$ cat config.mk
export PLATFORM = sky130hd
export DESIGN_NAME = cau_front
export DESIGN_NICKNAME = d
export VERILOG_FILES = /design/src/design/cau_pkg.sv /design/src/design/cau_front.sv
export SDC_FILE = /design/constraint.sdc
export NUM_CORES = 2
export LEC_CHECK = 0
export BUFFER_PORTS_ARGS = -buffer_cell sky130_fd_sc_hd__buf_2
export CAP_MARGIN = 20
export CORE_ASPECT_RATIO = 0.8
export CORE_MARGIN = 2
export CORE_UTILIZATION = 27
export DETAILED_ROUTE_END_ITERATION = 16
export HOLD_SLACK_MARGIN = 0.1
export PLACE_DENSITY = 0.39
export SYNTH_ARGS = -nofsm -noshare
export SYNTH_HDL_FRONTEND = slang
export SYNTH_SLANG_ARGS = --single-unit
export TNS_END_PERCENT = 1
$ cat constraint.sdc
create_clock -name clk -period 20.2 [get_ports clk]
set_input_delay 3.03 -clock clk [delete_from_list [all_inputs] [get_ports clk]]
set_output_delay 3.03 -clock clk [all_outputs]
set_load 0.05 [all_outputs]
$ cat src/design/cau_pkg.sv
// cau_pkg: operation codes and the control word that travels with each item
// through the complex arithmetic pipeline. No dependencies.
`default_nettype none

package cau_pkg;

  // Operation codes on in_operation
  localparam logic [1:0] OP_ADD = 2'd0;
  localparam logic [1:0] OP_SUB = 2'd1;
  localparam logic [1:0] OP_MUL = 2'd2;
  localparam logic [1:0] OP_DIV = 2'd3;

  // Control word carried alongside the data from front stage C through every divider step
  typedef struct packed {
    logic       vld;     // stage holds an item
    logic [1:0] op;      // operation code
    logic       dz;      // divide with zero divisor
    logic       neg_re;  // real numerator is negative (divide only)
    logic       neg_im;  // imaginary numerator is negative (divide only)
  } cau_ctrl_t;

endpackage

`default_nettype wire

$ cat src/design/cau_front.sv
// cau_front: three front stages: partial products, sums and divisor
// magnitude, then numerator magnitudes and rescaled pass values. Uses cau_pkg.
`default_nettype none

module cau_front import cau_pkg::*; #(
  parameter int WORD_BITS = 16,
  parameter int FRAC_BITS = 12
) (
  input  logic                        clk,
  input  logic                        rst_n,
  input  logic                        in_vld,
  input  logic [1:0]                  in_op,
  input  logic signed [WORD_BITS-1:0] in_a_re,
  input  logic signed [WORD_BITS-1:0] in_a_im,
  input  logic signed [WORD_BITS-1:0] in_b_re,
  input  logic signed [WORD_BITS-1:0] in_b_im,
  output cau_ctrl_t                   ctrl_o,
  output logic [2*WORD_BITS-1:0]      den_o,
  output logic [2*WORD_BITS-1:0]      mag_re_o,
  output logic [2*WORD_BITS-1:0]      mag_im_o,
  output logic signed [2*WORD_BITS:0] pass_re_o,
  output logic signed [2*WORD_BITS:0] pass_im_o
);

  localparam int W  = WORD_BITS;
  localparam int PW = 2 * WORD_BITS;
  localparam int SW = 2 * WORD_BITS + 1;

  // Stage A registers
  logic                 vld_a_r;
  logic [1:0]           op_a_r;
  logic signed [PW-1:0] p_rr_a_r, p_ii_a_r, p_ri_a_r, p_ir_a_r;
  logic signed [PW-1:0] sq_r_a_r, sq_i_a_r;
  logic signed [W:0]    as_re_a_r, as_im_a_r;
  logic signed [W:0]    as_re_nxt, as_im_nxt;

  // Stage B registers
  logic                 vld_b_r;
  logic [1:0]           op_b_r;
  logic signed [SW-1:0] sum_re_b_r, sum_im_b_r;
  logic [PW-1:0]        den_b_r;
  logic signed [SW-1:0] sum_re_nxt, sum_im_nxt;
  logic [PW-1:0]        den_nxt;

  // Stage C registers
  cau_ctrl_t            ctrl_c_r, ctrl_nxt;
  logic [PW-1:0]        den_c_r;
  logic [PW-1:0]        mag_re_c_r, mag_im_c_r;
  logic signed [SW-1:0] pass_re_c_r, pass_im_c_r;
  logic signed [SW-1:0] abs_re, abs_im;
  logic signed [SW-1:0] pass_re_nxt, pass_im_nxt;

  // Stage A: add or subtract per part, form the six products
  always_comb begin
    if (in_op == OP_SUB) begin
      as_re_nxt = (W+1)'(in_a_re) - (W+1)'(in_b_re);
      as_im_nxt = (W+1)'(in_a_im) - (W+1)'(in_b_im);
    end else begin
      as_re_nxt = (W+1)'(in_a_re) + (W+1)'(in_b_re);
      as_im_nxt = (W+1)'(in_a_im) + (W+1)'(in_b_im);
    end
  end

  always_ff @(posedge clk) begin
    if (!rst_n) begin
      vld_a_r <= 1'b0;
    end else begin
      vld_a_r <= in_vld;
    end
  end

  always_ff @(posedge clk) begin
    op_a_r    <= in_op;
    as_re_a_r <= as_re_nxt;
    as_im_a_r <= as_im_nxt;
    p_rr_a_r  <= PW'(in_a_re) * PW'(in_b_re);
    p_ii_a_r  <= PW'(in_a_im) * PW'(in_b_im);
    p_ri_a_r  <= PW'(in_a_re) * PW'(in_b_im);
    p_ir_a_r  <= PW'(in_a_im) * PW'(in_b_re);
    sq_r_a_r  <= PW'(in_b_re) * PW'(in_b_re);
    sq_i_a_r  <= PW'(in_b_im) * PW'(in_b_im);
  end

  // Stage B: combine products per operation, sum the divisor squares
  always_comb begin
    case (op_a_r)
      OP_MUL: begin
        sum_re_nxt = SW'(p_rr_a_r) - SW'(p_ii_a_r);
        sum_im_nxt = SW'(p_ri_a_r) + SW'(p_ir_a_r);
      end
      OP_DIV: begin
        sum_re_nxt = SW'(p_rr_a_r) + SW'(p_ii_a_r);
        sum_im_nxt = SW'(p_ir_a_r) - SW'(p_ri_a_r);
      end
      default: begin
        sum_re_nxt = SW'(as_re_a_r);
        sum_im_nxt = SW'(as_im_a_r);
      end
    endcase
    // squares are nonnegative and their sum stays below 2^(PW-1)+1
    den_nxt = $unsigned(sq_r_a_r) + $unsigned(sq_i_a_r);
  end

  always_ff @(posedge clk) begin
    if (!rst_n) begin
      vld_b_r <= 1'b0;
    end else begin
      vld_b_r <= vld_a_r;
    end
  end

  always_ff @(posedge clk) begin
    op_b_r     <= op_a_r;
    sum_re_b_r <= sum_re_nxt;
    sum_im_b_r <= sum_im_nxt;
    den_b_r    <= den_nxt;
  end

  // Stage C: numerator magnitudes for the divider, rescale products
  always_comb begin
    abs_re = sum_re_b_r[SW-1] ? -sum_re_b_r : sum_re_b_r;
    abs_im = sum_im_b_r[SW-1] ? -sum_im_b_r : sum_im_b_r;

    if (op_b_r == OP_MUL) begin
      pass_re_nxt = sum_re_b_r >>> FRAC_BITS;
      pass_im_nxt = sum_im_b_r >>> FRAC_BITS;
    end else begin
      pass_re_nxt = sum_re_b_r;
      pass_im_nxt = sum_im_b_r;
    end

    ctrl_nxt.vld    = vld_b_r;
    ctrl_nxt.op     = op_b_r;
    ctrl_nxt.dz     = (op_b_r == OP_DIV) && (den_b_r == '0);
    ctrl_nxt.neg_re = sum_re_b_r[SW-1];
    ctrl_nxt.neg_im = sum_im_b_r[SW-1];
  end

  always_ff @(posedge clk) begin
    if (!rst_n) begin
      ctrl_c_r <= '0;
    end else begin
      ctrl_c_r <= ctrl_nxt;
    end
  end

  always_ff @(posedge clk) begin
    den_c_r     <= den_b_r;
    mag_re_c_r  <= abs_re[PW-1:0];
    mag_im_c_r  <= abs_im[PW-1:0];
    pass_re_c_r <= pass_re_nxt;
    pass_im_c_r <= pass_im_nxt;
  end

  assign ctrl_o    = ctrl_c_r;
  assign den_o     = den_c_r;
  assign mag_re_o  = mag_re_c_r;
  assign mag_im_o  = mag_im_c_r;
  assign pass_re_o = pass_re_c_r;
  assign pass_im_o = pass_im_c_r;

endmodule

`default_nettype wire

==> run_results.csv <==
group,metric,value,unit
timing,rsz0062_at_grt,"false",
die,coreArea,0.284,sq mm
timing,finClkSkew,36.2,ps
timing,setup-tns-final,0,ps
route,route.detailed.drc,0,
critical_path,crit_chain,"buf_2, buf_4, clkinv_1, buf_4, nor2_1, fa_1, fa_1, fa_1, fa_1, fa_1, inv_1, fa_1, inv_1, ha_1, a21o_1, a21o_1, a21o_1, nor3_1, o221ai_1, and3_1, o21a_1, nor2_1, xnor2_1",
synthesis,synth.avg_cell_area,9.23,sq um
die,die_height,481,um
cts,cts_buffers,59,
placement,hpwl,201000,um
critical_path,slowest_stage,"fa_1",
cts,cts_hold_buffers,0,
grt,grt_pass1_vias,58838,
synthesis,synthArstFlopShare,0,%
synthesis,synthesis.nets,10556,
cts,post_cts_buffers,0,
die,die_width,600,um
finish,final_common_cell,"inv_1",
hold_path,min_path_type,"reg2reg",
critical_path,crit_family,"adder cells",
timing,post-route-min-period,10010,ps
placement,place_congestion,0.900,
critical_path,max_stage_delay,920,ps
synthesis,postSynthCellCount,8322,
die,row_count,175,
timing,period_share,49.5,%
run_status,status,"finished clean",
synthesis,ys_seq_area_share,12.9,%
run,maxCapViolCount,0,
synthesis,synth_top_area_share,39.5,%
finish,fill_cells,30044,
cts,clock-sinks,496,
grt,grt-ovfl-total,0,
route,dr.first_iter.drc_count,3094,
grt,grt_antenna_before_repair,38,
cts,cts_resized,0,
critical_path,worstPathMaxFanout,29,
synthesis,synth_flop_cell,"dfxtp_1",
cts,tritoncts,"done",
critical_path,worstSetupEndpointType,"register",
synthesis,synth.cell_area,0.0768,sq mm
finish,drive_above_1_share,5.91,%
die,start_util,27.1,%
timing,tightest_slew,1100,ps
critical_path,rrSetupSlack,14890,ps
critical_path,cp.arrival,10620,ps
route,firstDrtPassIters,6,
critical_path,critical_path_buf_inv_count,6,
grt,grtUsageTotal,17.7,%
cts,cts.htree.levels,2,
route,vias_per_cell,4.45,
cts,clock_latency,710,ps
cts,clk_path_buf_depth,3,
synthesis,synth_edf_count,0,
critical_path,required,20810,ps
grt,grt_max_degree,55,
synthesis,synth_seq_cells,496,
die,dieArea,0.289,sq mm
finish,most-common-layout-cells,"inv_1, fa_1, nand2_1",
synthesis,yosys_warnings,0,
timing,slew_headroom,26.2,%
cts,clk_root_buffer_cell,"clkbuf_16",
critical_path,start_kind,"primary input",
synthesis,yosys-top-cells-area,"fa_1, dfxtp_1, ha_1, inv_1, nand2_1",
route,wl,251000,um
cts,clkTransAtPathRegs,60,ps
route,via_count,54517,
finish,num-nets-final,10622,
die,num_io_pins,237,
timing,timing.final.hold_violations,0,
timing,maxSlewViolCount,0,
route,drtAntennaViolNets,0,
synthesis,synth_cell_types,77,
route,drt-wirelength-per-cell,20.5,um
grt,grt_pass1_wl,385000,um
critical_path,path_common_cell,"fa_1",
synthesis,yosys.area.top_type,"fa_1",
placement,io_buffers,236,
timing,fmax,99.9,MHz
timing,finalSetupViolCount,0,
critical_path,path_class,"in2reg",
finish,syn2layout_area_growth,9.79,%
[metrics by stage]
| stage | hold slack [ps] | util (%) | std cells | setup slack [ps] | area, sq um |
|---|---|---|---|---|---|
| detailed placement | 348 | 29.0 | 12132 | 9520 | 82300 |
| CTS | 365 | 29.7 | 12242 | 10260 | 84300 |
| global placement | 347 | 29.0 | 12131 | 9510 | 82200 |
| finish | 359 | 29.7 | 12249 | 10190 | 84400 |
| floorplan | 331 | - | 8322 | 10960 | 76800 |
| global route | 372 | 29.7 | 12244 | 9730 | 84300 |
[flip-flops by register name, indices dropped and copies added, names as in the netlist, 33 cells and up]
signal / cells
pass_im_o: 33
pass_re_o: 33
sum_im_b_r: 33
sum_re_b_r: 33
[final timing paths]
path | startpoint | to | cells past startpoint
worst min register to register | den_b_r[14] | den_o[14] | 0
worst min-delay path | den_b_r[14] | den_o[14] | 0
worst max-delay path | in_b_re[15] | sq_r_a_r[29] | 23
worst max register to register | p_ii_a_r[6] | sum_re_b_r[32] | 17
[synth_stat cells, types with 8 or more instances]
master    instances
or2_2             8
nor3_1           70
nand4_1          17
a21o_1          111
ha_1            648
dfxtp_1         496
nor2b_1          27
clkbuf_1        289
a211o_1           9
o211ai_1         12
and3_1           34
o41ai_1          18
or4_1            17
a221oi_1          8
xor2_1          109
nand2_1         926
inv_1          1828
o31ai_1          49
a31oi_1          22
nor2_1          306
nand3_1          50
or3_1            30
a31o_2           22
xnor2_1         375
nand2b_1         46
mux2_2           22
clkinv_1         14
o21a_1           44
nor4_1           33
fa_1           1517
o21bai_1         39
and2_1          537
a21oi_1         255
o21ai_0         165
a211oi_1         34
buf_1            28
[cell families (layout without fill, tap and decap cells)]
| kind of cell | count (synthesis) | after routing | synth area share [%] |
|---|---|---|---|
| mux | 28 | 28 | 0.401 |
| buf+inv | 2160 | 2275 | 10.6 |
| compound gates | 862 | 862 | 7.26 |
| flops | 496 | 496 | 12.9 |
| xor+xnor | 484 | 484 | 5.52 |
| simple gates | 2127 | 2127 | 13.3 |
| other cells | 0 | 7 | 0 |
| fa+ha+maj | 2165 | 2165 | 50.1 |
[layer usage]
metal	wire length (um)	global-route usage [%]
met4	4590	3.07
met2	106000	26.6
met1	129000	26.9
met3	11500	2.31
met5	57	0
[final cells by class]
cell class | instances | area [sq um] | area share, %
Antenna cell | 7 | 17.5 | 0.0208
Clock buffer | 74 | 1610 | 1.91
Clock inverter | 36 | 455 | 0.540
Inverter | 1843 | 6920 | 8.20
Multi-Input combinational cell | 5666 | 58800 | 69.7
Sequential cell | 496 | 9930 | 11.8
Tap cell | 3805 | 4760 | 5.64
Timing Repair Buffer | 322 | 1850 | 2.19
Power is left out: the tool's default activity adds up to more than one toggle a clock period on the data nets, which glitch-free logic cannot reach.
