**src/design/cau_pkg.sv**
```systemverilog
// cau_pkg: operation codes and the control word that travels with each item
// through the complex arithmetic pipeline. No dependencies.
`default_nettype none

package cau_pkg;

  // Operation codes on in_operation
  localparam logic [1:0] OP_ADD = 2'd0;
  localparam logic [1:0] OP_SUB = 2'd1;
  localparam logic [1:0] OP_MUL = 2'd2;
  localparam logic [1:0] OP_DIV = 2'd3;

  // Control word carried alongside the data from front stage C through every divider step
  typedef struct packed {
    logic       vld;     // stage holds an item
    logic [1:0] op;      // operation code
    logic       dz;      // divide with zero divisor
    logic       neg_re;  // real numerator is negative (divide only)
    logic       neg_im;  // imaginary numerator is negative (divide only)
  } cau_ctrl_t;

endpackage

`default_nettype wire

```
**src/design/cau_div_step.sv**
```systemverilog
// cau_div_step: one registered restoring-division step for both numerator
// lanes; resolves one quotient bit and carries the rest of the item. Uses cau_pkg.
`default_nettype none

module cau_div_step import cau_pkg::*; #(
  parameter int WORD_BITS = 16,
  parameter int FRAC_BITS = 12,
  parameter int BIT_POS   = 0
) (
  input  logic                                  clk,
  input  logic                                  rst_n,
  input  cau_ctrl_t                             ctrl_i,
  input  logic [2*WORD_BITS-1:0]                den_i,
  input  logic [2*WORD_BITS-1:0]                mag_re_i,
  input  logic [2*WORD_BITS-1:0]                mag_im_i,
  input  logic signed [2*WORD_BITS:0]           pass_re_i,
  input  logic signed [2*WORD_BITS:0]           pass_im_i,
  input  logic [2*WORD_BITS-1:0]                rem_re_i,
  input  logic [2*WORD_BITS-1:0]                rem_im_i,
  input  logic [2*WORD_BITS+FRAC_BITS-1:0]      q_re_i,
  input  logic [2*WORD_BITS+FRAC_BITS-1:0]      q_im_i,
  output cau_ctrl_t                             ctrl_o,
  output logic [2*WORD_BITS-1:0]                den_o,
  output logic [2*WORD_BITS-1:0]                mag_re_o,
  output logic [2*WORD_BITS-1:0]                mag_im_o,
  output logic signed [2*WORD_BITS:0]           pass_re_o,
  output logic signed [2*WORD_BITS:0]           pass_im_o,
  output logic [2*WORD_BITS-1:0]                rem_re_o,
  output logic [2*WORD_BITS-1:0]                rem_im_o,
  output logic [2*WORD_BITS+FRAC_BITS-1:0]      q_re_o,
  output logic [2*WORD_BITS+FRAC_BITS-1:0]      q_im_o
);

  localparam int PW = 2 * WORD_BITS;
  localparam int SW = 2 * WORD_BITS + 1;
  localparam int NB = 2 * WORD_BITS + FRAC_BITS;

  logic            nbit_re, nbit_im;
  logic [SW-1:0]   trial_re, trial_im;
  logic [SW-1:0]   diff_re, diff_im;
  logic            ge_re, ge_im;
  logic [PW-1:0]   rem_re_nxt, rem_im_nxt;

  cau_ctrl_t            ctrl_r;
  logic [PW-1:0]        den_r, mag_re_r, mag_im_r, rem_re_r, rem_im_r;
  logic signed [SW-1:0] pass_re_r, pass_im_r;
  logic [NB-1:0]        q_re_r, q_im_r;

  // Pick this step's bit of the numerator shifted up by the fraction bits
  generate
    if (BIT_POS >= FRAC_BITS) begin : g_num_bit
      assign nbit_re = mag_re_i[BIT_POS-FRAC_BITS];
      assign nbit_im = mag_im_i[BIT_POS-FRAC_BITS];
    end else begin : g_zero_bit
      assign nbit_re = 1'b0;
      assign nbit_im = 1'b0;
    end
  endgenerate

  // Shift in the numerator bit, subtract the divisor where it fits
  always_comb begin
    trial_re   = {rem_re_i, nbit_re};
    trial_im   = {rem_im_i, nbit_im};
    diff_re    = trial_re - {1'b0, den_i};
    diff_im    = trial_im - {1'b0, den_i};
    ge_re      = trial_re >= {1'b0, den_i};
    ge_im      = trial_im >= {1'b0, den_i};
    rem_re_nxt = ge_re ? diff_re[PW-1:0] : trial_re[PW-1:0];
    rem_im_nxt = ge_im ? diff_im[PW-1:0] : trial_im[PW-1:0];
  end

  always_ff @(posedge clk) begin
    if (!rst_n) begin
      ctrl_r <= '0;
    end else begin
      ctrl_r <= ctrl_i;
    end
  end

  always_ff @(posedge clk) begin
    den_r     <= den_i;
    mag_re_r  <= mag_re_i;
    mag_im_r  <= mag_im_i;
    pass_re_r <= pass_re_i;
    pass_im_r <= pass_im_i;
    rem_re_r  <= rem_re_nxt;
    rem_im_r  <= rem_im_nxt;
    q_re_r    <= {q_re_i[NB-2:0], ge_re};
    q_im_r    <= {q_im_i[NB-2:0], ge_im};
  end

  assign ctrl_o    = ctrl_r;
  assign den_o     = den_r;
  assign mag_re_o  = mag_re_r;
  assign mag_im_o  = mag_im_r;
  assign pass_re_o = pass_re_r;
  assign pass_im_o = pass_im_r;
  assign rem_re_o  = rem_re_r;
  assign rem_im_o  = rem_im_r;
  assign q_re_o    = q_re_r;
  assign q_im_o    = q_im_r;

endmodule

`default_nettype wire

```
**config.mk**
```make
export PLATFORM = sky130hd
export DESIGN_NAME = cau_div_step
export DESIGN_NICKNAME = d
export VERILOG_FILES = /design/src/design/cau_pkg.sv /design/src/design/cau_div_step.sv
export SDC_FILE = /design/constraint.sdc
export NUM_CORES = 1
export LEC_CHECK = 0
export BUFFER_PORTS_ARGS = -buffer_cell sky130_fd_sc_hd__buf_4
export CAP_MARGIN = 10
export CORE_AREA = 3 3 247 249
export CTS_BUF_LIST = sky130_fd_sc_hd__clkbuf_8
export DETAILED_ROUTE_END_ITERATION = 10
export DIE_AREA = 0 0 250 252
export RECOVER_POWER = 25
export SYNTH_ARGS = -nofsm -noshare
export SYNTH_HDL_FRONTEND = slang
export SYNTH_SLANG_ARGS = --single-unit
export TNS_END_PERCENT = 1
```
**constraint.sdc**
```tcl
create_clock -name clk -period 4.1 [get_ports clk]
set_input_delay 0.82 -clock clk [delete_from_list [all_inputs] [get_ports clk]]
set_output_delay 0.82 -clock clk [all_outputs]
set_load 0.01 [all_outputs]
```
==> results.txt, run 1 <==
Yosys warnings - 0
Crit Path Class - input pin to register
Initial Util - 0.1824
max-cap viol count - 0
crit path DAT - 3.91 ns
Net count, final - 2,084
most frequent cells in the layout - 512 x buf_4, 320 x dfxtp_1, 160 x clkbuf_4, 101 x nand2_1, 92 x o21ai_0
Synth area leaders - dfxtp_1 60%, ha_1 7.5%, o21ai_0 4.3%
DIE AREA - 63,000 um^2
hold path start - mag_re_i[24]
vias - 10,040
RSZ-0062 raised after global routing - false
# setup viols final - 0
CTS Buffer Depth - 3
CTS buffer count - 58
worst setup path startpoint - den_i[7]
global-route wire length before repair - 68.24 mm
Avg Synthesized Cell Area - 10.84 um^2
Hold Path Depth - 1
Mapped Cells - 991
Synth async-reset ratio - 0
Core Box Area - 58,910 um^2
Crit path required time - 4.59 ns
Core Rows - 89
grt ovf - 0
Final HPWL DP - 41.01 mm
Clk pin slew, worst setup/hold paths - 0.06 ns
Tmin final - 3.413 ns
Layout Cells excl Fill - 2,521
crit path max fanout - 35
max frequency - 0.2930 GHz
GR Util All Layers - 0.1443
clk sinks - 320
CTS tree - yes
met3 Resource Use GR - 0.05041
CTS Root Cell - clkbuf_8
initial antenna violation count - 13
flops & latches, synth - 320
area grow syn2layout - 68.22%
detailed-router iteration count before antenna repair - 4
Wirelength per Cell - 19.21 um
GR Util met2 - 0.2828
Worst Hold Class - input pin to register
register area share after synthesis - 0.5962
Syn Nets - 1,379
CP startpoint kind - input pin
Post-CTS Setup Repair Bufs - 0
Yosys cell types - 69
io pins - 642
largest net degree at the start of global routing - 36
Final ANT Viol Nets - 0
share of cells above drive strength 1 - 0.4567
slew margin rel. - 0.3041
status - complete, no violations
Hold-fix buffers, CTS - 0
post-CTS sizing - 0
critical path capture point type - register
DR vias/cell - 3.982
WL final - 48.43 mm
Tcrit/Tclk final - 0.8325
Slew @ Worst Pin - 1.044 ns
die width - 250 um
area share of the largest cell type after synthesis - 0.5962
Primary FF master, synth - dfxtp_1
WHS Endpoint - mag_re_o[24]
GP Congestion - 0.8810
GR peak layer - met2
Slew Viols, Final - 0
synthesized area - 10,750 um^2
Pwr per Cell Area - 482.4 nW/um^2
final hold viol count - 0
initial drt markers - 506
H-tree depth - 2
Inst Count DP - 2,409
EDFF count, synth - 0
M1 GR Usage - 0.1434
Synth area leader - dfxtp_1
port bufs - 639
PnR Total Power - 8.720 mW
P_leak - 8.549 nW
IR drop worst, VDD - 0.3093 mV
Die H - 252 um
vias in the first global route - 10,390
drt drc - 0
commonest non-fill, non-tap cell in the layout - buf_4
## kinds of logic after synthesis
| group | count (synthesis) | synth area share |
|---|---|---|
| mux | 6 | 0.006287 |
| fa+ha+maj | 66 | 0.07825 |
| xor+xnor | 52 | 0.04238 |
| flops | 320 | 0.5962 |
| buf+inv | 80 | 0.03027 |
| simple gates | 218 | 0.09572 |
| compound gates | 249 | 0.1509 |
## per-stage QoR
stage                     setup TNS (ns)    util  hold slack [ns]  instance area [um^2]  worst slack, ns
after floorplan                        0       -           0.8477                 10750           0.9812
after global placement                 0  0.2824           0.9244                 16640          0.03061
after detailed placement       -0.009118  0.2824           0.9256                 16640        -0.007630
after CTS                              0  0.3067           0.2098                 18070           0.6822
after global routing                   0  0.3068           0.2460                 18070           0.4507
final                                  0  0.3069           0.3086                 18080           0.6867
## flip-flops by register name, summed over array words and instances, names as in the netlist
signal / flops
q_im_o: 44
q_re_o: 44
pass_im_o: 33
pass_re_o: 33
den_o: 32
mag_im_o: 32
mag_re_o: 32
rem_im_o: 32
rem_re_o: 32
ctrl_o: 6
## power breakdown
part | switching [mW] | internal [mW] | total [mW] | leakage (nW)
clock network | 1.40 | 2.21 | 3.60 | 0.753
registers | 0.0909 | 3.38 | 3.47 | 2.70
logic | 0.825 | 0.818 | 1.64 | 5.10
## layer usage
layer,share of wire,vias up
li1,-,4849
met1,0.35,4706
met2,0.55,418
met3,0.078,63
met4,0.020,2
met5,0.00027,-
## layout make-up
cell class                 count  area, um^2
fill                        6123       40830
tap                          773       967.2
antenna                        3       7.507
clock inverter                35       414.1
multi-input combinational    591        4019
clock buffer                  74        1018
sequential                   320        6406
inverter                      53       198.9
timing repair buffer         672        5045
## synthesized netlist by cell type (all sizes together), types with 3 or more instances
master / count
dfxtp: 320
nand2: 101
o21ai: 95
ha: 64
a21oi: 60
inv: 53
xnor2: 29
nor2: 26
xor2: 23
a21o: 21
clkbuf: 16
nand4: 16
nor3: 14
nand3: 13
nor2b: 13
and2: 11
buf: 11
o211ai: 8
o21bai: 8
o31ai: 8
a31oi: 7
a211oi: 6
mux2: 6
nand2b: 6
and3: 5
o21a: 5
a211o: 4
a21boi: 4
nor4: 4
a2111oi: 3
a311oi: 3
or2: 3
## worst max-delay path by stage
stage                   end
3_3_place_gp    rem_re_o[3]
4_1_cts         rem_re_o[2]
6_report        rem_re_o[2]
3_5_place_dp    rem_re_o[2]
2_1_floorplan  rem_re_o[16]
5_1_grt         rem_re_o[1]
## critical path: stages
cell and delay (ns):
buf_4 0.11, inv_1 0.10, ha_1 0.26, a21oi_1 0.16, buf_4 0.13, nand4b_1 0.11, a31oi_1 0.15, a2111oi_4 0.40
o221a_4 0.27, o21ai_4 0.07, a31oi_4 0.84, buf_4 0.33, o21ai_0 0.11
Note: power is estimated with default switching activity, not from simulation.
==> run 2, diff against run 1 <==
--- a/config.mk
+++ b/config.mk
@@ -5,12 +5,13 @@
 export SDC_FILE = /design/constraint.sdc
 export NUM_CORES = 1
 export LEC_CHECK = 0
+export ABC_AREA = 1
 export BUFFER_PORTS_ARGS = -buffer_cell sky130_fd_sc_hd__buf_4
 export CAP_MARGIN = 10
-export CORE_AREA = 3 3 247 249
+export CORE_AREA = 3 3 251 253
 export CTS_BUF_LIST = sky130_fd_sc_hd__clkbuf_8
 export DETAILED_ROUTE_END_ITERATION = 10
-export DIE_AREA = 0 0 250 252
+export DIE_AREA = 0 0 254 256
 export RECOVER_POWER = 25
 export SYNTH_ARGS = -nofsm -noshare
 export SYNTH_HDL_FRONTEND = slang
==> constraint.sdc (replaced) <==
create_clock -name clk -period 3 [get_ports clk]
set_input_delay 0.6 -clock clk [delete_from_list [all_inputs] [get_ports clk]]
set_output_delay 0.6 -clock clk [all_outputs]
set_load 0.01 [all_outputs]
==> run 2 against run 1 <==
Synthesized cell count increased by 61%. Cell count up 27%. Clock-buffer cell count decreased by 7. Critical path depth up 1. Critical endpoint is now rem_im_o[25].
==> results.txt, run 2 <==
status - complete, no violations
Internal Dissipation - 7.855 mW (+23%)
worst setup path startpoint - den_i[8]
CTS buffer count - 54 (-6.9%)
Slew @ Worst Pin - 0.4055 ns (-0.6383 ns)
CP max-delay cell - ha_1
Slew Viols, Final - 0 (unchanged)
Core Box Area - 61,260 um^2 (+4.0%)
Layout Cells excl Fill - 3,209 (+27%)
Pwr per Cell Area - 557.5 nW/um^2 (+16%)
initial antenna violation count - 15 (+2)
Yosys warnings - 0 (unchanged)
Sw Share - 0.2987 (+0.03345)
share of cells above drive strength 1 - 0.3054 (-0.1513)
met3 Resource Use GR - 0.04420 (-0.006204)
global-route wire length before repair - 81.81 mm (+20%)
Die H - 256 um (+1.6%)
largest net degree at the start of global routing - 32 (-11%)
clk sinks - 320 (unchanged)
grt ovf - 0 (unchanged)
H-tree depth - 2 (unchanged)
pre-CTS setup slack - 0.2372 ns (+0.2448 ns)
Synth async-reset ratio - 0 (unchanged)
slew margin rel. - 0.7288 (+0.4246)
P_sw - 3.346 mW (+45%)
drt drc - 0 (unchanged)
crit-path cells - clkbuf_1, inv_1, ha_1, nand2_2, nor2_1, nand2_1, nor2_2, nand3_1, nand2_1, nor2_2, nand2_4, inv_4, nand2_1, nand2_1
WHS - 0.08291 ns (-0.2257 ns)
Tmin final - 2.214 ns
Initial Util - 0.2036 (+0.02123)
Inst Count DP - 3,024 (+26%)
max-cap viol count - 0 (unchanged)
Avg Synthesized Cell Area - 7.816 um^2 (-28%)
Synth area leader - dfxtp_1
crit path max fanout - 31 (-11%)
CP Buf/Inv Count - 3 (-1)
EDFF count, synth - 0 (unchanged)
CP startpoint kind - input pin
WL final - 58.41 mm (+21%)
CTS tree - yes
Tcrit/Tclk final - 0.7379
Area after DPL - 18,250 um^2 (+9.7%)
Top Family by Delay on Critical Path - simple AND/OR/NAND/NOR gates
CP Depth - 14 (+1)
vias - 12,710 (+27%)
register area share after synthesis - 0.5135 (-0.08264)
synthesized area - 12,470 um^2 (+16%)
Finished Cell Area - 20,090 um^2 (+11%)
Yosys cell types - 28 (-59%)
Net count, final - 2,763 (+33%)
Wirelength per Cell - 18.20 um (-5.3%)
Worst Hold Class - input pin to register
DR vias/cell - 3.960 (-0.54%)
# setup viols final - 0 (unchanged)
area share of the largest cell type after synthesis - 0.5135 (-0.08264)
IR drop worst, VDD - 0.2867 mV (-7.3%)
count leader, synth - nand2_1
Final ANT Viol Nets - 0 (unchanged)
Fillers - 6,479 (+5.8%)
CTS Root Cell - clkbuf_8
final hold viol count - 0 (unchanged)
port bufs - 639 (unchanged)
max frequency - 0.4517 GHz
RSZ-0062 raised after global routing - false
DIE AREA - 65,020 um^2 (+3.2%)
GR Util All Layers - 0.1720 (+0.02767)
flops & latches, synth - 320 (unchanged)
Primary FF master, synth - dfxtp_1
Crit path required time - 3.50 ns (-1.09 ns)
Finished Core Util - 0.3280 (+0.02112)
P_leak - 10.83 nW (+27%)
hold path start - den_i[13]
M1 GR Usage - 0.1728 (+0.02940)
initial drt markers - 699 (+38%)
area grow syn2layout - 61.05%
leading post-synthesis cells by instance count - 590 x nand2_1, 320 x dfxtp_1, 271 x inv_1
PnR Total Power - 11.20 mW (+28%)
Synth area leaders - dfxtp_1 51%, nand2_1 18%, inv_1 8.2%
GR peak layer - met2
Seq pwr share - 0.422 (+0.024)
most frequent cells in the layout - 590 x nand2_1, 494 x buf_4, 320 x dfxtp_1, 287 x inv_1, 133 x clkbuf_4
io pins - 642 (unchanged)
GR Util met2 - 0.3202 (+0.03740)
die width - 254 um (+1.6%)
Clock Power Share - 0.350 (-0.063)
Final HPWL DP - 48.72 mm (+19%)
detailed-router iteration count before antenna repair - 5 (+1)
Comb pwr share - 0.228 (+0.040)
CTS Buffer Depth - 3 (unchanged)
GP Congestion - 0.9670 (+9.8%)
area occupied by registers - 6406 um^2 (unchanged)
crit path DAT - 2.71 ns (-1.20 ns)
Final TNS setup - 0 ns (unchanged)
post-CTS sizing - 0 (unchanged)
Crit Path Class - input pin to register
vias in the first global route - 12,820 (+23%)
Clk pin slew, worst setup/hold paths - 0.06 ns (about the same)
Syn Nets - 1,984 (+44%)
Core Rows - 91 (+2.2%)
critical path capture point type - register
commonest non-fill, non-tap cell in the layout - nand2_1
total area of multi-input combinational cells - 4900 um^2 (+22%)
Hold Path Depth - 1 (unchanged)
Mapped Cells - 1,596 (+61%)
CP most frequent cell - nand2_1
Final WS setup - 0.7862 ns (+0.09946 ns)
max incr delay on CP - 0.40 ns (-0.44 ns)
run 2: changes by cell type after synthesis, moves of 12 or more:
cell	delta
nor2_1	+52
a21o_1	-18
nor2b_1	-13
inv_1	+219
nand3_2	+12
o21ai_0	-90
nand3_1	+76
clkbuf_1	-14
nand3b_1	+20
a21oi_1	-16
nand2_1	+489
xnor2_1	-27
run 2: kinds of logic after synthesis:
group,synth area share
AOI/OAI and AO/OA,0.02046
xor gates and xnor gates,0.01966
adders and majority gates,0.06740
buffers and inverters,0.09368
DFF,0.5135
and+or+nand+nor,0.2853
run 2: layout make-up:
| cell class | instances | share of cell area |
|---|---|---|
| flip-flops and latches | 320 | 0.3189 |
| repair buffers | 740 | 0.2827 |
| multi-input cells | 986 | 0.2439 |
| well taps | 790 | 0.04920 |
| clock buffers | 67 | 0.04590 |
| clock inverters | 27 | 0.007598 |
| inverters | 273 | 0.05113 |
| diodes | 6 | 0.0007473 |
run 2: routing by layer:
| metal | up-vias | part of all wire |
|---|---|---|
| met5 | - | 0.00022 |
| met4 | 2 | 0.052 |
| met3 | 124 | 0.076 |
| met2 | 497 | 0.52 |
| met1 | 5696 | 0.35 |
| li1 | 6390 | - |
run 2: final timing paths:
check,end,slack [ns]
max,rem_im_o[25],0.79
min,den_o[13],0.08
run 2: power groups by stage:
stage | sequential (mW) | combinational (mW) | clock (mW)
after floorplan | 4.98 | 0.951 | 0
after global placement | 4.81 | 2.50 | 0
after detailed placement | 4.81 | 2.50 | 0
after CTS | 4.72 | 2.60 | 4.09
after global routing | 4.75 | 2.79 | 4.27
final | 4.72 | 2.56 | 3.92
run 2: timing repair:
action                     CTS  global route
setup buffers                0             0
hold buffers                85             0
hold endpoints to repair    85             0
setup endpoints to repair    0             0
