$ cat src/design/cau_pkg.sv
// cau_pkg: operation codes and the control word that travels with each item
// through the complex arithmetic pipeline. No dependencies.
`default_nettype none

package cau_pkg;

  // Operation codes on in_operation
  localparam logic [1:0] OP_ADD = 2'd0;
  localparam logic [1:0] OP_SUB = 2'd1;
  localparam logic [1:0] OP_MUL = 2'd2;
  localparam logic [1:0] OP_DIV = 2'd3;

  // Control word carried alongside the data from front stage C through every divider step
  typedef struct packed {
    logic       vld;     // stage holds an item
    logic [1:0] op;      // operation code
    logic       dz;      // divide with zero divisor
    logic       neg_re;  // real numerator is negative (divide only)
    logic       neg_im;  // imaginary numerator is negative (divide only)
  } cau_ctrl_t;

endpackage

`default_nettype wire

$ cat src/design/cau_back.sv
// cau_back: output stage; applies the quotient signs, saturates both parts
// to the word range (zero on a divide by zero) and registers the result strobe. Uses cau_pkg.
`default_nettype none

module cau_back import cau_pkg::*; #(
  parameter int WORD_BITS = 16,
  parameter int FRAC_BITS = 12
) (
  input  logic                             clk,
  input  logic                             rst_n,
  input  cau_ctrl_t                        ctrl_i,
  input  logic signed [2*WORD_BITS:0]      pass_re_i,
  input  logic signed [2*WORD_BITS:0]      pass_im_i,
  input  logic [2*WORD_BITS+FRAC_BITS-1:0] q_re_i,
  input  logic [2*WORD_BITS+FRAC_BITS-1:0] q_im_i,
  output logic                             out_valid,
  output logic signed [WORD_BITS-1:0]      out_res_re,
  output logic signed [WORD_BITS-1:0]      out_res_im,
  output logic                             out_overflow,
  output logic                             out_div_by_zero
);

  localparam int W  = WORD_BITS;
  localparam int VB = 2 * WORD_BITS + FRAC_BITS + 1;

  logic signed [VB-1:0] val_re, val_im;
  logic                 ovf_re, ovf_im;
  logic [W-1:0]         sat_re, sat_im;
  logic [W-1:0]         res_re_nxt, res_im_nxt;
  logic                 ovf_nxt;

  logic                 valid_r;
  logic [W-1:0]         res_re_r, res_im_r;
  logic                 ovf_r, dz_r;

  // Select the exact value of each part and saturate it
  always_comb begin
    if (ctrl_i.op == OP_DIV) begin
      val_re = ctrl_i.neg_re ? -VB'(q_re_i) : VB'(q_re_i);
      val_im = ctrl_i.neg_im ? -VB'(q_im_i) : VB'(q_im_i);
    end else begin
      val_re = VB'(pass_re_i);
      val_im = VB'(pass_im_i);
    end

    // out of range unless the bits from the word's sign bit up all agree
    ovf_re = !((&val_re[VB-1:W-1]) || (~|val_re[VB-1:W-1]));
    ovf_im = !((&val_im[VB-1:W-1]) || (~|val_im[VB-1:W-1]));
    sat_re = val_re[VB-1] ? {1'b1, {(W-1){1'b0}}} : {1'b0, {(W-1){1'b1}}};
    sat_im = val_im[VB-1] ? {1'b1, {(W-1){1'b0}}} : {1'b0, {(W-1){1'b1}}};

    if (ctrl_i.dz) begin
      res_re_nxt = '0;
      res_im_nxt = '0;
      ovf_nxt    = 1'b0;
    end else begin
      res_re_nxt = ovf_re ? sat_re : val_re[W-1:0];
      res_im_nxt = ovf_im ? sat_im : val_im[W-1:0];
      ovf_nxt    = ovf_re || ovf_im;
    end
  end

  always_ff @(posedge clk) begin
    if (!rst_n) begin
      valid_r <= 1'b0;
    end else begin
      valid_r <= ctrl_i.vld;
    end
  end

  always_ff @(posedge clk) begin
    res_re_r <= res_re_nxt;
    res_im_r <= res_im_nxt;
    ovf_r    <= ovf_nxt;
    dz_r     <= ctrl_i.dz;
  end

  assign out_valid       = valid_r;
  assign out_res_re      = res_re_r;
  assign out_res_im      = res_im_r;
  assign out_overflow    = ovf_r;
  assign out_div_by_zero = dz_r;

endmodule

`default_nettype wire

$ cat config.mk
export PLATFORM = sky130hd
export DESIGN_NAME = cau_back
export DESIGN_NICKNAME = d
export VERILOG_FILES = /design/src/design/cau_pkg.sv /design/src/design/cau_back.sv
export SDC_FILE = /design/constraint.sdc
export NUM_CORES = 1
export LEC_CHECK = 0
export ABC_AREA = 1
export BUFFER_PORTS_ARGS = -buffer_cell sky130_fd_sc_hd__buf_4
export CORE_MARGIN = 2
export CORE_UTILIZATION = 32
export DETAILED_ROUTE_END_ITERATION = 10
export REMOVE_ABC_BUFFERS = 1
export SETUP_SLACK_MARGIN = 0.4
export SLEW_MARGIN = 10
export SYNTH_ARGS = -nofsm -noshare
export SYNTH_HDL_FRONTEND = slang
export SYNTH_SLANG_ARGS = --single-unit
$ cat constraint.sdc
create_clock -name clk -period 2.09 [get_ports clk]
set_input_delay 0.209 -clock clk [delete_from_list [all_inputs] [get_ports clk]]
set_output_delay 0.209 -clock clk [all_outputs]
set_load 0.05 [all_outputs]
==> results.toml, run 1 <==
[status]
status = "completed"

[setup_path]
critPathRequiredTime_ns = 2.30
cpMostUsedCell = "nand2_1"
worstPathCellList = "buf_8 > nor2_4 > nand2_4 > nor2_8 > buf_12 > nand2_8 > o21ai_4 > nand2_1 > nand2_1 > nand3_2 > nand2_2 > nand2_1 > nor2_1 > nand2_1 > nor2_2 > nand2_2 > buf_6 > nand2_8 > nand2_2 > a21oi_2"
crit_arrival_ns = 2.30
critPathSlowestCell = "o21ai_4"
endpoint_kind = "register"
path_class = "in -> reg"
worst-path-max-fanout = 8
worstSetupStartpointType = "input port"
cpPeakStageDelay_ns = 0.24

[grt]
grt_pass1_vias = 8183
grt_max_degree = 43
gr-usage-all-layers_pct = 24.9
overflow = 0
grt_pass1_wl_um = 40100
antenna_found_initial = 0

[timing]
fmax_ghz = 0.479
slew_headroom_pct = 64.3
slew_viol_final = 0
setup_viol = 0
rsz0062_at_grt = "yes"
finalCriticalPeriod_ns = 2.09
hold_viol = 0
finalCritPeriodShare_pct = 99.9
tightest_slew_ns = 0.536

[detailed_routing]
via_count = 8774
drt-initial-drc-count = 477
ant_nets = 0
dr.pass1.iters = 7
drc = 0
routedWlPerCell_um = 15.1
routed_wl_um = 26300
via_per_inst = 5.05

[cts]
root_buffer = "clkbuf_16"
cts-hold-fix-buffers = 0
htree_levels = 2
clk_transition_reported_paths_ns = 0.06
cts_inserted_buffers = 5
cts_buffer_depth = 2
cts_tree = "done"
cts_num_sinks = 35

[floorplan]
dieArea_mm2 = 0.0197
start_util_pct = 32.9
rows = 49
ioPinCount = 197
die_height_um = 141
die_w_um = 141
core_mm2 = 0.0181

[placement]
finalWeightedCongestion = 0.926
hpwl_um = 20000
numPortBuffers = 196
placed_cell_area_mm2 = 0.00894
dp_cells = 1699

[cells_and_area]
final_cell_mix = "371 x buf_4, 345 x nand2_1, 127 x nand3_1, 102 x nor2_1, 66 x nand2_2"
final_common_cell = "buf_4"
multi_input_area_mm2 = 0.00574
area_growth_pct = 75.3
finalNonFillerCells = 1738
drive_above_1_share_pct = 47.2
fin_util_pct = 57.6
stdcell_area_mm2 = 0.0105
ff_latch_area_um2 = 701
fillCellCount = 1779
nets = 1674
diodes = 0

[synthesis]
synthArstFlopShare_pct = 0
yosysWarnings = 0
ys_seq_area_share_pct = 11.7
synth_cells = 1132
syn_area_per_cell_um2 = 5.27
synth_cell_type_count = 41
synth_edf_count = 0
synth-seq-cells = 35
netlist_area_mm2 = 0.00596
synth_ff_type = "dfxtp_1"

[power]
irDropWorstVdd_mv = 0.337
power_switching_uw = 1360
leakage_uw = 0.00503
power_density_mw_per_mm2 = 329
pwr-share-comb_pct = 53.3
fin_total_pwr_uw = 3440
clockPowerShare_pct = 25.9
p_seq_share_pct = 20.9
intPower_uw = 2070
p_sw_share_pct = 39.7

[worst_hold_path]
hold_path_class = "in -> reg"

[flow_run]
maxCapViolations = 0
[cell usage after synthesis, types with 7 or more instances]
cell type    n  area, um2
nand2_4      7       78.8
dfxtp_1     35        701
xor2_1       8       70.1
nand4_1     24        150
or2_2       19        119
nor2_1     166        623
clkbuf_1    11       41.3
o21ai_0     37        185
a21oi_1     36        180
nand3_2      9       90.1
nor2_2      16        100
inv_2        8       30.0
inv_1       70        263
a21oi_2     18        158
nand3_1    149        746
nand3b_1     9       67.6
nor2_4      10        113
nand2_2     31        194
buf_1        8       30.0
buf_2       13       65.1
nand2_1    401       1510
[path summary, 6_finish.rpt]
kind	start	slack (ns)	cells past startpoint	endpoint
worst min-delay path	ctrl_i[5]	0.10	3	out_valid
worst max-delay path	q_im_i[4]	0.002	20	out_res_im[2]
[registers in the layout, summed over array words and instances (netlist names)]
| register | flops |
|---|---|
| out_div_by_zero | 1 |
| out_overflow | 1 |
| out_res_im | 16 |
| out_res_re | 16 |
| out_valid | 1 |
[power groups by stage]
stage	clock network (uW)	logic [uW]	registers, uW
2_1_floorplan	0	619	864
5_1_grt	921	1980	720
3_3_place_gp	0	1580	731
6_report	889	1830	717
4_1_cts	888	1710	717
3_5_place_dp	0	1590	732
[critical path, delay by kind of cell]
kind,cells,cell delay [ns]
AOI/OAI and AO/OA,2,0.35
buffers and inverters,3,0.38
and+or+nand+nor,15,1.33
[routing by layer]
layer  up-vias  wire (um)  global-route usage, %
met2       319      12900                   44.3
met1      3986      11100                   32.4
met3        56       1510                   2.02
met4         0        741                   6.47
li1       4413          -                      -
met5         -          0                      0
[stage by stage]
stage	hold slack [ns]	setup WS, ns	TNS, ns
4_1_cts	0.0999	0.0494	0
3_5_place_dp	0.394	-0.429	-11.21
3_3_place_gp	0.385	-0.385	-10.64
6_report	0.101	0.00193	0
5_1_grt	0.153	-0.136	-3.38
2_1_floorplan	0.237	-1.62	-50.22
[timing repair]
item | CTS | global route
setup buffers | 12 | 13
pin swaps | 69 | 81
resized for setup | 161 | 131
cloned | 6 | 0
endpoints found under the setup margin | 31 | 31
[cell families after synthesis]
logic type,count (synthesis),share of synthesized area [%]
compound gates,112,11.5
simple gates,855,66.0
buf+inv,117,8.62
fa+ha+maj,4,0.839
flops,35,11.7
xor+xnor,9,1.32
[final cells by class]
| class | count | area share, % |
|---|---|---|
| Sequential cell | 35 | 6.70 |
| Timing Repair Buffer | 403 | 31.0 |
| Multi-Input combinational cell | 985 | 54.8 |
| Clock buffer | 5 | 1.20 |
| Tap cell | 229 | 2.74 |
| Clock inverter | 3 | 0.443 |
| Inverter | 78 | 3.04 |
Power figures use the tool's default switching activity.
==> inputs of run 2 (changes only) <==
--- a/config.mk
+++ b/config.mk
@@ -7,9 +7,13 @@
 export LEC_CHECK = 0
 export ABC_AREA = 1
 export BUFFER_PORTS_ARGS = -buffer_cell sky130_fd_sc_hd__buf_4
+export CAP_MARGIN = 20
+export CELL_PAD_IN_SITES_DETAIL_PLACEMENT = 0
+export CELL_PAD_IN_SITES_GLOBAL_PLACEMENT = 1
 export CORE_MARGIN = 2
-export CORE_UTILIZATION = 32
+export CORE_UTILIZATION = 31
 export DETAILED_ROUTE_END_ITERATION = 10
+export PLACE_DENSITY_LB_ADDON = 0.1
 export REMOVE_ABC_BUFFERS = 1
 export SETUP_SLACK_MARGIN = 0.4
 export SLEW_MARGIN = 10
==> results.toml, run 2 (synthesis gave the netlist of run 1 again) <==
[floorplan]
ioPinCount = 197
die_w_um = 143
die_height_um = 143
start_util_pct = 31.8
core_mm2 = 0.0188
rows = 50
dieArea_mm2 = 0.0204

[cts]
cts_num_sinks = 35
cts_buffer_depth = 2
root_buffer = "clkbuf_16"
htree_levels = 2
cts_inserted_buffers = 5
clk_transition_reported_paths_ns = 0.05
cts_tree = "done"

[cells_and_area]
final_cell_mix = "381 x buf_4, 344 x nand2_1, 118 x nand3_1, 97 x nor2_1"
finalNonFillerCells = 1755
final_common_cell = "buf_4"
area_growth_pct = 78.4
stdcell_area_mm2 = 0.0106
nets = 1687
diodes = 0
drive_above_1_share_pct = 48.7

[detailed_routing]
via_per_inst = 4.83
routed_wl_um = 26300
via_count = 8483
ant_nets = 0
routedWlPerCell_um = 15.0
drc = 0
drt-initial-drc-count = 377
dr.pass1.iters = 5

[setup_path]
cpPeakStageDelay_ns = 0.15
critPathRequiredTime_ns = 2.30
critPathSlowestCell = "buf_4"
crit_buf_inv = 4
worstSetupStartpointType = "input port"
cpMostUsedCell = "nand2_1"
endpoint_kind = "register"
cpLargestDelayFamily = "simple AND/OR/NAND/NOR gates"
crit_arrival_ns = 2.27
path_class = "in -> reg"
worst-path-max-fanout = 8
worstPathCellList = "buf_4 > buf_4 > nor2_1 > nand2_1 > buf_4 > nor2_1 > nand2_1 > nand2_1 > nand3_1 > nand3_1 > nand3_1 > nor2_1 > nand2_1 > nor2_2 > nand2_2 > buf_6 > nand2_8 > nand2_4 > a21oi_2"

[power]
p_sw_share_pct = 38.6
power_density_mw_per_mm2 = 321
power_switching_uw = 1320
clockPowerShare_pct = 24.1
leakage_uw = 0.00515
irDropWorstVdd_mv = 0.298
intPower_uw = 2100
p_seq_share_pct = 21.0
pwr-share-comb_pct = 54.9

[timing]
setup_viol = 0
tightest_slew_ns = 0.501
slew_viol_final = 0
finalCriticalPeriod_ns = 2.06
hold_viol = 0
slew_headroom_pct = 66.3
rsz0062_at_grt = "yes"
finalCritPeriodShare_pct = 98.4
fmax_ghz = 0.486

[placement]
dp_cells = 1711
hpwl_um = 20800
placed_cell_area_mm2 = 0.00902
finalWeightedCongestion = 0.872
numPortBuffers = 196

[worst_hold_path]
hold_depth = 3
hold_path_class = "in -> reg"
min_from = "ctrl_i[5]"
hold_end = "out_valid"

[grt]
grt_pass1_wl_um = 41000
overflow = 0
antenna_found_initial = 0
grt_pass1_vias = 8348
gr-usage-all-layers_pct = 25.2
grt_max_degree = 35

[status]
status = "completed"

[flow_run]
maxCapViolations = 0
==> run 2: worst max-delay path by stage <==
| stage | startpoint | end | slack [ns] | cells after the start |
|---|---|---|---|---|
| 2_1_floorplan | ctrl_i[3] | out_res_im[0] | -1.62 | 10 |
| 3_5_place_dp | q_im_i[0] | out_res_im[3] | -0.40 | 17 |
| 3_3_place_gp | q_im_i[0] | out_res_im[11] | -0.38 | 17 |
| 6_report | q_im_i[23] | out_res_im[12] | 0.03 | 19 |
| 4_1_cts | q_re_i[5] | out_res_re[13] | 0.06 | 18 |
| 5_1_grt | q_im_i[23] | out_res_im[12] | -0.13 | 19 |
==> run 2: power groups by stage <==
stage	Combinational [uW]	Clock, uW	Sequential [uW]
2_1_floorplan	619	0	864
3_3_place_gp	1620	0	731
3_5_place_dp	1620	0	731
4_1_cts	1780	827	717
5_1_grt	2040	861	720
6_report	1880	824	717
==> run 2: metal layers <==
layer / track usage, % / part of all wire (%)
met2: 45.8 / 50
met4: 8.13 / 2.6
met5: 0 / 0
met3: 1.78 / 3.5
met1: 31.7 / 44
==> run 2: final cells by class <==
class,instances,area (um2)
inverter,78,317
clock inverter,1,30.0
sequential,35,701
tap,234,293
multi-input combinational,987,5820
timing repair buffer,414,3350
clock buffer,6,129
fill,1894,8130
==> run 2: what timing repair did <==
action	CTS	global route
pin swaps	100	105
hold buffers	0	0
resized for setup	198	105
cloned	7	1
setup endpoints to repair	31	31
buffers inserted	18	11
==> run 2: through the flow <==
stage | total power, uW | TNS, ns | setup WS, ns | utilization (%) | hold WS, ns
global route | 3620 | -2.47 | -0.130 | 56.7 | 0.127
finish | 3420 | 0 | 0.0337 | 56.7 | 0.105
global placement | 2350 | -10.86 | -0.378 | 48.1 | 0.386
CTS | 3330 | 0 | 0.0637 | 54.2 | 0.105
detailed placement | 2350 | -11.43 | -0.402 | 48.1 | 0.393
floorplan | 1480 | -50.22 | -1.62 | - | 0.237
==> inputs of run 3 (changes only) <==
==> constraint.sdc (replaced) <==
create_clock -name clk -period 1.8 [get_ports clk]
set_input_delay 0.18 -clock clk [delete_from_list [all_inputs] [get_ports clk]]
set_output_delay 0.18 -clock clk [all_outputs]
set_load 0.05 [all_outputs]
==> results.toml, run 3 (synthesis gave the netlist of run 1 again) <==
[status]
status = "finished, violations left"
violations = "negative setup slack"

[setup_path]
worstSetupStartpointType = "input port"
path_class = "in -> reg"
crit_arrival_ns = 2.21
worst-path-max-fanout = 7
critPathRequiredTime_ns = 1.94
endpoint_kind = "register"

[timing]
rsz0062_at_grt = "yes"
setup_viol = 31
slew_viol_final = 0
fmax_ghz = 0.484
worst_slack_ns = -0.265
hold_viol = 0
tightest_slew_ns = 0.486
finalCriticalPeriod_ns = 2.06
slew_headroom_pct = 67.6
finalCritPeriodShare_pct = 115

[floorplan]
ioPinCount = 197
start_util_pct = 31.8
die_w_um = 143
die_height_um = 143
core_mm2 = 0.0188
rows = 50
dieArea_mm2 = 0.0204

[placement]
place_ws_ns = -0.693
hpwl_um = 20900
numPortBuffers = 196
dp_cells = 1729
finalWeightedCongestion = 0.894

[grt]
antenna_found_initial = 0
overflow = 0
grt_max_degree = 35
gr-usage-all-layers_pct = 24.9
grt_pass1_wl_um = 40600
grt_pass1_vias = 8170

[cts]
cts-hold-fix-buffers = 0
clk_transition_reported_paths_ns = 0.05
cts_inserted_buffers = 5
cts_buffer_depth = 2
root_buffer = "clkbuf_16"
cts_tree = "done"
cts_num_sinks = 35
htree_levels = 2

[detailed_routing]
via_count = 8638
ant_nets = 0
via_per_inst = 4.87
drt-initial-drc-count = 427
drc = 0
routedWlPerCell_um = 14.9
routed_wl_um = 26400
dr.pass1.iters = 5

[cells_and_area]
fin_util_pct = 56.6
final_common_cell = "buf_4"
nets = 1706
fillCellCount = 1935
diodes = 0
area_growth_pct = 78.0
drive_above_1_share_pct = 47.1
finalNonFillerCells = 1773
final_cell_mix = "393 x buf_4, 352 x nand2_1, 130 x nand3_1, 106 x nor2_1, 69 x nand2_2"

[power]
power_density_mw_per_mm2 = 359
leakage_uw = 0.00515
irDropWorstVdd_mv = 0.339

[worst_hold_path]
hold_depth = 3
hold_end = "out_valid"
min_from = "ctrl_i[5]"
hold_path_class = "in -> reg"

[flow_run]
maxCapViolations = 0
run 3: worst max-delay path by stage:
stage / from / end / slack, ns / cells after the start
2_1_floorplan: ctrl_i[3] / out_res_im[0] / -1.88 / 10
3_3_place_gp: q_im_i[0] / out_res_im[11] / -0.68 / 17
3_5_place_dp: q_im_i[1] / out_res_im[1] / -0.69 / 17
4_1_cts: q_im_i[3] / out_res_im[1] / -0.21 / 21
5_1_grt: q_im_i[12] / out_res_im[9] / -0.43 / 18
6_report: q_re_i[10] / out_res_re[10] / -0.26 / 17
run 3: cell type report:
class                   count  area, um2  share of cell area (%)
multi-input cells         986       5640                    53.1
well taps                 234        293                    2.76
inverters                  78        319                    3.01
repair buffers            434       3530                    33.3
flip-flops and latches     35        701                    6.60
clock buffers               5        125                    1.18
clock inverters             1       7.51                  0.0707
run 3: stage by stage:
step	total power, uW	setup TNS (ns)	instance area (um2)	hold WS (ns)
4_1_cts	3710	-5.97	10100	0.0815
2_1_floorplan	1720	-58.84	5740	0.208
3_3_place_gp	2760	-19.50	9150	0.357
5_1_grt	4040	-11.89	10600	0.0825
3_5_place_dp	2760	-20.03	9150	0.368
6_report	3810	-7.54	10600	0.0868
run 3: worst max-delay path, cell delays in order:
cell      delay, ns
buf_4          0.13
nor2_2         0.12
nand2_1        0.09
nor2_2         0.15
buf_4          0.14
nand3_4        0.09
nand2_4        0.11
nand3_2        0.07
nand2_2        0.06
nand2_1        0.06
o21bai_1       0.19
nand2_1        0.09
nor2_2         0.15
nand3_4        0.18
nand3_4        0.18
buf_12         0.14
a21oi_2        0.05
run 3: power breakdown:
| group | switching (uW) | total (uW) | internal, uW | leakage [uW] |
|---|---|---|---|---|
| clock network | 297 | 793 | 496 | 0.0000618 |
| registers | 11.7 | 831 | 820 | 0.000290 |
| logic | 1190 | 2180 | 991 | 0.00480 |
| total | 1500 | 3810 | 2310 | 0.00515 |
run 3: per-layer routing:
layer / wire length, um / vias to the layer above / share of wire, % / GRT usage (%)
met5: 0 / - / 0 / 0
met4: 394 / 0 / 1.5 / 4.27
met2: 13600 / 216 / 52 / 47.7
met3: 977 / 30 / 3.7 / 1.37
li1: - / 4480 / - / -
met1: 11400 / 3912 / 43 / 31.0
run 3: timing repair:
action | in CTS | in global routing
gates resized for setup | 159 | 109
setup buffers | 15 | 16
pin swaps | 86 | 52
endpoints found under the setup margin | 32 | 33
cloned | 6 | 1
